`config.mk`:
```
export PLATFORM = sky130hd
export DESIGN_NAME = q32d_step
export DESIGN_NICKNAME = d
export VERILOG_FILES = /design/src/design/q32d_pkg.sv /design/src/design/q32d_step.sv
export SDC_FILE = /design/constraint.sdc
export NUM_CORES = 1
export LEC_CHECK = 0
export BUFFER_PORTS_ARGS = -buffer_cell sky130_fd_sc_hd__clkbuf_2
export CAP_MARGIN = 20
export CORE_UTILIZATION = 45
export DETAILED_ROUTE_END_ITERATION = 7
export HOLD_SLACK_MARGIN = 0.08
export PLACE_DENSITY = 0.77
export SYNTH_ARGS = -nofsm -noshare
export SYNTH_HDL_FRONTEND = slang
export SYNTH_SLANG_ARGS = --single-unit
export TNS_END_PERCENT = 100
```
`constraint.sdc`:
```
create_clock -name clk -period 3 [get_ports clk]
set_input_delay 0.15 -clock clk [delete_from_list [all_inputs] [get_ports clk]]
set_output_delay 0.15 -clock clk [all_outputs]
set_load 0.03 [all_outputs]
```
`src/design/q32d_pkg.sv`:
```
// shared types and constants for the q32.32 saturating divider
package q32d_pkg;

  localparam int W         = 64;
  localparam int DIV_STEPS = 64;

  typedef logic [W-1:0] word_t;

  typedef enum logic [1:0] {
    ST_OK   = 2'd0,
    ST_OVF  = 2'd1,
    ST_DIV0 = 2'd2
  } status_t;

  localparam word_t SAT_MIN = 64'h8000_0000_0000_0000;
  localparam word_t SAT_MAX = 64'h7FFF_FFFF_FFFF_FFFF;

  typedef struct packed {
    logic    neg;
    logic    sat_neg;
    status_t st;
  } side_t;

  typedef struct packed {
    word_t   quotient;
    status_t status;
  } result_t;

endpackage

```
`src/design/q32d_step.sv`:
```
// one registered restoring division step, one quotient bit per stage
module q32d_step
  import q32d_pkg::*;
(
  input  logic  clk,
  input  logic  rst_n,
  input  logic  en,
  input  logic  in_vld,
  input  word_t in_rem,
  input  word_t in_lq,
  input  word_t in_mb,
  input  side_t in_side,
  output logic  out_vld_r,
  output word_t out_rem_r,
  output word_t out_lq_r,
  output word_t out_mb_r,
  output side_t out_side_r
);

  logic [W:0]   shifted;
  logic [W+1:0] diff;
  logic         ge;
  word_t        rem_nxt;
  word_t        lq_nxt;

  always_comb begin
    shifted = {in_rem, in_lq[W-1]};
    diff    = {1'b0, shifted} - {2'b00, in_mb};
    ge      = !diff[W+1];
    rem_nxt = ge ? diff[W-1:0] : shifted[W-1:0];
    lq_nxt  = {in_lq[W-2:0], ge};
  end

  always_ff @(posedge clk) begin
    if (!rst_n) begin
      out_vld_r <= 1'b0;
    end else if (en) begin
      out_vld_r <= in_vld;
    end
  end

  always_ff @(posedge clk) begin
    if (en) begin
      out_rem_r  <= rem_nxt;
      out_lq_r   <= lq_nxt;
      out_mb_r   <= in_mb;
      out_side_r <= in_side;
    end
  end

endmodule

```
# After elaboration in Yosys (flattened, before gate mapping)
# Cells that the tools add are included.
# totals
register_bits	197
inputBits	200
output_inout_bits	197
wordCells	10
# classes
add_sub_neg	1
mux	1
reduce_logical	1
# ops
operator	count
$sub A65 B64 Y66	1
$mux W64	1
$logic_not A1 Y1	1

# Depth between registers and ports, before layout
# Gate-level depths: netlist of run 1.
# logic_depth
depth_word	2
depth_mapped	14
ltp_nobuf	14

# Worst setup path before layout of run 1
# No wires, ideal clock.
# synth_path
path_type	input port to flip-flop
startpoint	input port in_lq[63]
endpoint	register out_rem_r[56], data pin
setup_time_ns	0.256
arrival_ns	2.879
required_time_ns	2.744
setup_slack_ns	-0.134
stages	14
path_buffers	0
path_cell_list	inv_1 > ha_1 > inv_1 > fa_1 > a21o_1 > a31oi_1 > o22ai_1 > o2111ai_1 > a211oi_1 > nor3_1 > nor2_1 > a41o_1 > or4_1 > a41o_1
# synth_between
elab_chain_cells	2
# synth_lines
element	line	rtl
start, declared	q32d_step.sv:10	input word_t in_lq,
$sub A65 B64 Y66	q32d_step.sv:28	diff = {1'b0, shifted} - {2'b00, in_mb};
$mux W64	q32d_step.sv:30	rem_nxt = ge ? diff[W-1:0] : shifted[W-1:0];
named net rem_nxt[56]	q32d_step.sv:23	word_t rem_nxt;
end signal, assigned	q32d_step.sv:44	out_rem_r <= rem_nxt;
end, declared	q32d_step.sv:14	output word_t out_rem_r,
# The timed path passes the listed nets, and every way through them passes these cells.
# A chain may end at the register's enable or synchronous reset.

# Worst setup path in the final report of run 1
# layout_path
startpoint	input port in_rem[45]
endpoint	register out_rem_r[1], data pin
# layout_between
elab_chain_cells	2
# layout_lines
element	line	rtl
start, declared	q32d_step.sv:9	input word_t in_rem,
$sub A65 B64 Y66	q32d_step.sv:28	
$mux W64	q32d_step.sv:30	
named net rem_nxt[1]	q32d_step.sv:23	
# The timed path passes the listed nets, and every way through them passes these cells.

==> metrics.md, run 1 <==
| Metric | Value |
|---|---|
| Status | finished clean |
| Top layer in use | met4 |
| Die Width | 155 µm |
| Critical path class | input port to flip-flop |
| CP Launch Point | in_rem[45] |
| Critical Path Source Type | input port |
| Asr flop ratio synth | 0 |
| Initial Util | 0.461 |
| Input/output buffers | 396 |
| Synth Area in XOR/XNOR | 0.0477 |
| Final wirelength | 36000 µm |
| TritonCTS buffer count | 17 |
| H-tree depth | 4 |
| Peak Freq | 341 MHz |
| Overflow after GRT | 0 |
| Post-synthesis cell count | 927 |
| Compound-gate portion of the synthesized area | 0.162 |
| # DRC | 0 |
| Critical path data required time | 3.19 ns |
| I/O pin cnt | 397 |
| Vias | 10300 |
| Worst r2r src | out_vld_r |
| Syn_area_per_cell | 11.3 µm² |
| Worst slew pin tran | 0.661 ns |
| Post-route ant nets | 0 |
| Synth top area cells | edfxtp_1 56%, ha_1 7.6%, a21oi_1 6.2% |
| Slew HR | 0.559 |
| Synthesized cell area | 10500 µm² |
| Slew Viols, Final | 0 |
| Final hold violation count | 0 |
| Post-DP Area | 13800 µm² |
| Crit share post-route | 0.978 |
| Routed len/inst | 18.7 µm |
| Placement Setup Slack | -0.404 ns |
| Fill cell count | 1532 |
| Synth warn | 0 |
| Worst vdd ir | 327 µV |
| Number of global-route vias before repair | 10400 |
| Clock transition at the registers of the reported paths | 0.09 ns |
| Ant. Diodes | 0 |
| Power per cell area | 524 nW/µm² |
| Final setup violation count | 0 |
| Via density | 5.33 |
| Detailed Place HPWL | 24300 µm |
| Class of the worst hold path | input port to flip-flop |
| Crit Path Max Fanout | 14 |
| Multiplexer area fraction after synthesis | 0.0128 |
| Unique masters post-synth | 65 |
| Primary FF master, synth | edfxtp_1 |
| Initial antenna violation count | 0 |
| Final worst setup slack | 0.0662 ns |
| WL met3 | 2240 µm |
| Die area | 23900 µm² |
| #FFs+latches synth | 197 |
| Final Cell Area | 16500 µm² |
| First-pass GRT wire length | 53400 µm |
| DRT met1 WL | 13600 µm |
| Top cells by count, synth | 196 x edfxtp_1, 130 x a21oi_1, 91 x nor2_1, 86 x inv_1, 66 x nand2_1 |
| Post-synthesis sequential area ratio | 0.564 |
| Clock buffer depth | 2 |
| HP Start | in_rem[53] |
| Clock Latency Late Sink | 0.44 ns |
| Main combinational cell family by area after synthesis | compound AO/OA/AOI/OAI gates |
| Total of max-cap violations | 0 |
| Initial drt markers | 654 |
| Rows | 55 |
| Met2 wire len | 18700 µm |
| TritonCTS sink count | 197 |
| Most common cell in the synthesized netlist | edfxtp_1 |
| Detailed Routing Iterations Pass 1 | 5 |
| Final Wtd Congestion | 0.886 |
| Number of synthesized flops with an enable pin | 196 |
| CP Data Arrival Time | 3.12 ns |
| Nets | 1894 |
| Pin count of the biggest net entering global routing | 75 |
| Final Core Density | 0.725 |
| Syn Nets | 1192 |
| Post-synth top area share | 0.562 |
| Post-Synth Adder-Cell Area | 0.0784 |
| CORE AREA | 22700 µm² |
| GRT Total Usage | 0.290 |
| Layout cells sized above 1 | 0.379 |
| Synth area leader | edfxtp_1 |
| CP Capture Type | flip-flop |
| Post-synthesis simple-gate area fraction | 0.0935 |
| CTS Root Cell | clkbuf_16 |
| Leak | 7.49 nW |
| CTS tree | yes |
| Syn-to-layout area delta | 57.2% |
| Post-route clock skew | 0 ns |
| Final min period | 2.93 ns |
| Die Y | 155 µm |
stage by stage:
stage	hold WS (ns)	std cells	setup TNS, ns	power (mW)
2_1_floorplan	0.249	927	-0.0181	4.99
3_3_place_gp	0.327	1715	-13.45	5.89
3_5_place_dp	0.329	1715	-15.92	5.94
4_1_cts	0.0803	1921	0	8.47
5_1_grt	0.0945	1927	-0.230	8.92
6_report	0.0911	1927	0	8.62
metal layers:
metal / up-vias / GRT usage
met5: - / 0
met4: 0 / 0.126
met3: 94 / 0.0586
met2: 463 / 0.544
met1: 4899 / 0.314
li1: 4814 / -
where the power goes:
group	leakage, nW	switching [mW]	internal [mW]
logic	5.26	1.66	1.10
registers	1.93	0.0955	3.38
clock network	0.298	1.23	1.15
total	7.49	2.98	5.64
final timing paths:
| kind | endpoint | slack, ns | cells after the start |
|---|---|---|---|
| worst min register to register | out_vld_r | 1.08 | 3 |
| worst max register to register | out_vld_r | 1.85 | 3 |
| worst min-delay path | out_rem_r[54] | 0.09 | 3 |
| worst max-delay path | out_rem_r[1] | 0.07 | 13 |
placed cells by master (no fill, tap or decap), drive strengths merged, types with 14 or more instances in the layout:
cell,synthesis,final
a21oi,132,132
nor2,91,91
inv,86,95
o21bai,14,14
xnor2,36,36
edfxtp,196,196
clkbuf,8,416
buf,15,134
o21ai,31,31
dlygate4sd3,0,174
ha,64,64
nand2,67,67
xor2,21,21
a21o,23,23
final cells by class:
class,instances,area [µm²],share of cell area
clock buffers,18,429,0.0261
flip-flops and latches,197,5910,0.359
clock inverters,14,185,0.0113
repair buffers,706,4870,0.296
multi-input cells,621,4390,0.267
inverters,86,323,0.0196
well taps,285,357,0.0217
worst max-delay path, stage by stage:
cell	delay (ns)
dlygate4sd3_1	0.55
clkbuf_2	0.12
ha_1	0.40
a21o_1	0.22
a21o_1	0.16
a21oi_1	0.17
o21a_1	0.19
o31ai_4	0.10
a211oi_4	0.29
o31ai_4	0.11
buf_6	0.15
buf_12	0.15
mux2_1	0.34
what timing repair did:
action / 4_1_cts / 5_1_grt
setup endpoints to repair: 0 / 51
gates resized for setup: 0 / 60
hold buffers: 174 / 0
hold endpoints to repair: 173 / 0
buffers inserted: 0 / 4
flip-flops by register name, summed over array words and instances (netlist names):
signal / cells
out_mb_r: 64
out_lq_r: 64
out_rem_r: 64
out_side_r: 4
out_vld_r: 1
kinds of logic after synthesis:
group,Yosys count
fa+ha+maj,65
flops,197
xor+xnor,57
buf+inv,109
simple gates,221
compound gates,266
mux,12
(Power assumes the default switching activity.)
==> inputs of run 2 (changes only) <==
--- a/config.mk
+++ b/config.mk
@@ -8,6 +8,7 @@
 export BUFFER_PORTS_ARGS = -buffer_cell sky130_fd_sc_hd__clkbuf_2
 export CAP_MARGIN = 20
 export CORE_UTILIZATION = 45
+export CTS_BUF_LIST = sky130_fd_sc_hd__clkbuf_4 sky130_fd_sc_hd__clkbuf_8 sky130_fd_sc_hd__clkbuf_16
 export DETAILED_ROUTE_END_ITERATION = 7
 export HOLD_SLACK_MARGIN = 0.08
 export PLACE_DENSITY = 0.77
==> run 2 against run 1 <==
Critical path type unchanged; worst setup slack got worse by 0.0028 ns; register-to-register slack about the same; global-route usage about the same.
==> metrics.md, run 2 (synthesis results as in run 1) <==
| Metric | Value |
|---|---|
| Status | finished clean |
| Worst vdd ir | 339 µV (+3.7%) |
| Footprint of the multi-input gates | 4390 µm² (unchanged) |
| Sequential Area | 5910 µm² (unchanged) |
| CTS Root Cell | clkbuf_16 |
| Initial Util | 0.461 (unchanged) |
| Overflow after GRT | 0 (unchanged) |
| CP Data Arrival Time | 3.13 ns (about the same) |
| Rows | 55 (unchanged) |
| Critical Path Source Type | input port |
| Crit share post-route | 0.979 (about the same) |
| Crit path largest cell delay | 0.55 ns (about the same) |
| Final Wtd Congestion | 0.886 (unchanged) |
| Input/output buffers | 396 (unchanged) |
| Fin cells | 1927 (unchanged) |
| Class of the worst hold path | input port to flip-flop |
| Final min period | 2.94 ns (+0.00279 ns) |
| Pin count of the biggest net entering global routing | 75 (unchanged) |
| Crit Path Max Fanout | 14 (unchanged) |
| Slowest-stage cell, CP | dlygate4sd3_1 |
| Worst slew pin tran | 0.661 ns (-0.0000286 ns) |
| Vias | 10200 (-0.21%) |
| Leak | 7.49 nW (about the same) |
| Largest registers | out_lq_r x64, out_mb_r x64, out_rem_r x64 |
| Ant. Diodes | 0 (unchanged) |
| Power Total | 8.63 mW (+0.12%) |
| Final Core Density | 0.725 (about the same) |
| Nets | 1894 (unchanged) |
| TritonCTS buffer count | 17 (unchanged) |
| Die Y | 155 µm (unchanged) |
| Slew HR | 0.559 (about the same) |
| GRT Total Usage | 0.290 (about the same) |
| R2r endpoint | out_vld_r |
| Clock Latency Late Sink | 0.44 ns (about the same) |
| Die area | 23900 µm² (unchanged) |
| Clock buffer depth | 2 (unchanged) |
| Fill cell count | 1532 (unchanged) |
| Final setup violation count | 0 (unchanged) |
| Die Width | 155 µm (unchanged) |
| Final hold violation count | 0 (unchanged) |
| Syn-to-layout area delta | 57.2% (about the same) |
| CP delay by family, top | compound AO/OA/AOI/OAI gates |
| Total of max-cap violations | 0 (unchanged) |
| Reg2reg setup slack | 1.85 ns (about the same) |
| Clock transition at the registers of the reported paths | 0.09 ns (about the same) |
| Post-DP Area | 13800 µm² (unchanged) |
| Critical path class | input port to flip-flop |
| Worst r2r src | out_vld_r |
| Most common cell after layout, fill and taps aside | clkbuf_2 |
| Worst Hold End | out_rem_r[54] |
| Critical path data required time | 3.19 ns (about the same) |
| Most frequent cells in the layout | 395 x clkbuf_2, 196 x edfxtp_1, 174 x dlygate4sd3_1 |
| Final Cell Area | 16500 µm² (about the same) |
| Layout cells sized above 1 | 0.379 (+0.000609) |
| CORE AREA | 22700 µm² (unchanged) |
| H-tree depth | 4 (unchanged) |
| Number of global-route vias before repair | 10400 (+0.029%) |
| CP Capture Type | flip-flop |
| Final wirelength | 36000 µm (about the same) |
| DP Cell Count | 1715 (unchanged) |
| Hold depth | 3 (unchanged) |
| Detailed Place HPWL | 24300 µm (unchanged) |
| Detailed Routing Iterations Pass 1 | 5 (unchanged) |
| Power per cell area | 524 nW/µm² (about the same) |
| Peak Freq | 341 MHz (about the same) |
| # DRC | 0 (unchanged) |
| Crit path buf inv count | 4 (unchanged) |
| Reg2reg path depth | 3 (unchanged) |
| CTS tree | yes |
| I/O pin cnt | 397 (unchanged) |
| Initial drt markers | 643 (-1.7%) |
| Setup tns final | 0 ns (unchanged) |
| Post-route ant nets | 0 (unchanged) |
| TritonCTS sink count | 197 (unchanged) |
| HP Start | in_rem[53] |
| Via density | 5.32 (-0.21%) |
| Initial antenna violation count | 0 (unchanged) |
| First-pass GRT wire length | 53400 µm (about the same) |
| Routed len/inst | 18.7 µm (about the same) |
| Crit path cell chain | dlygate4sd3_1, clkbuf_2, ha_1, a21o_1, a21o_1, a21oi_1, o21a_1, o31ai_4, a211oi_4, o31ai_4, buf_6, buf_12, mux2_1 |
| Post-route clock skew | 0 ns (unchanged) |
| Slew Viols, Final | 0 (unchanged) |
-- run 2: cell counts in the layout (fill, tap and decap cells not counted) --
Identical to the previous run, type by type.
-- run 2: layout make-up --
class / count / area share
flip-flops and latches: 197 / 0.359
repair buffers: 706 / 0.296
multi-input cells: 621 / 0.267
clock buffers: 18 / 0.0263
well taps: 285 / 0.0217
inverters: 86 / 0.0196
clock inverters: 14 / 0.0113
-- run 2: worst max path at each step --
| stage | start | endpoint | slack (ns) | cells after the start |
|---|---|---|---|---|
| floorplan | in_mb[12] | out_rem_r[58] | -0.02 | 13 |
| detailed placement | in_mb[9] | out_rem_r[47] | -0.40 | 15 |
| global placement | in_mb[9] | out_rem_r[47] | -0.36 | 15 |
| global route | in_mb[33] | out_rem_r[47] | -0.06 | 15 |
| CTS | in_mb[33] | out_rem_r[56] | 0.006 | 15 |
| finish | in_rem[45] | out_rem_r[1] | 0.06 | 13 |
-- run 2: where the power goes --
part           switching (mW)  internal [mW]  total [mW]
logic                    1.65           1.10        2.75
registers              0.0954           3.38        3.48
clock network            1.24           1.16        2.40
total                    2.99           5.64        8.63
-- run 2: layer usage --
| metal | global-route usage | vias up | share of wire |
|---|---|---|---|
| met5 | 0 | - | 0 |
| met4 | 0.126 | 0 | 0.043 |
| met3 | 0.0586 | 93 | 0.065 |
| met2 | 0.545 | 478 | 0.52 |
| met1 | 0.313 | 4863 | 0.37 |
| li1 | - | 4814 | - |
-- run 2: what timing repair did --
action                                  4_1_cts  5_1_grt
endpoints found under the hold margin       173        0
resized for setup                             0       60
buffers inserted                              0        4
endpoints found under the setup margin        0       51
hold buffers                                174        0
-- run 2: through the flow --
stage	setup WS (ns)	hold slack, ns
4_1_cts	0.00611	0.0803
3_3_place_gp	-0.357	0.327
2_1_floorplan	-0.0181	0.249
6_report	0.0634	0.0922
3_5_place_dp	-0.404	0.329
5_1_grt	-0.0582	0.0945
-- run 2: worst register-to-register path, cell delays in order (launching register included) --
cell and delay, ns:
dfxtp_1 0.32, mux2i_1 0.12, nor2b_1 0.06, dlygate4sd3_1 0.55
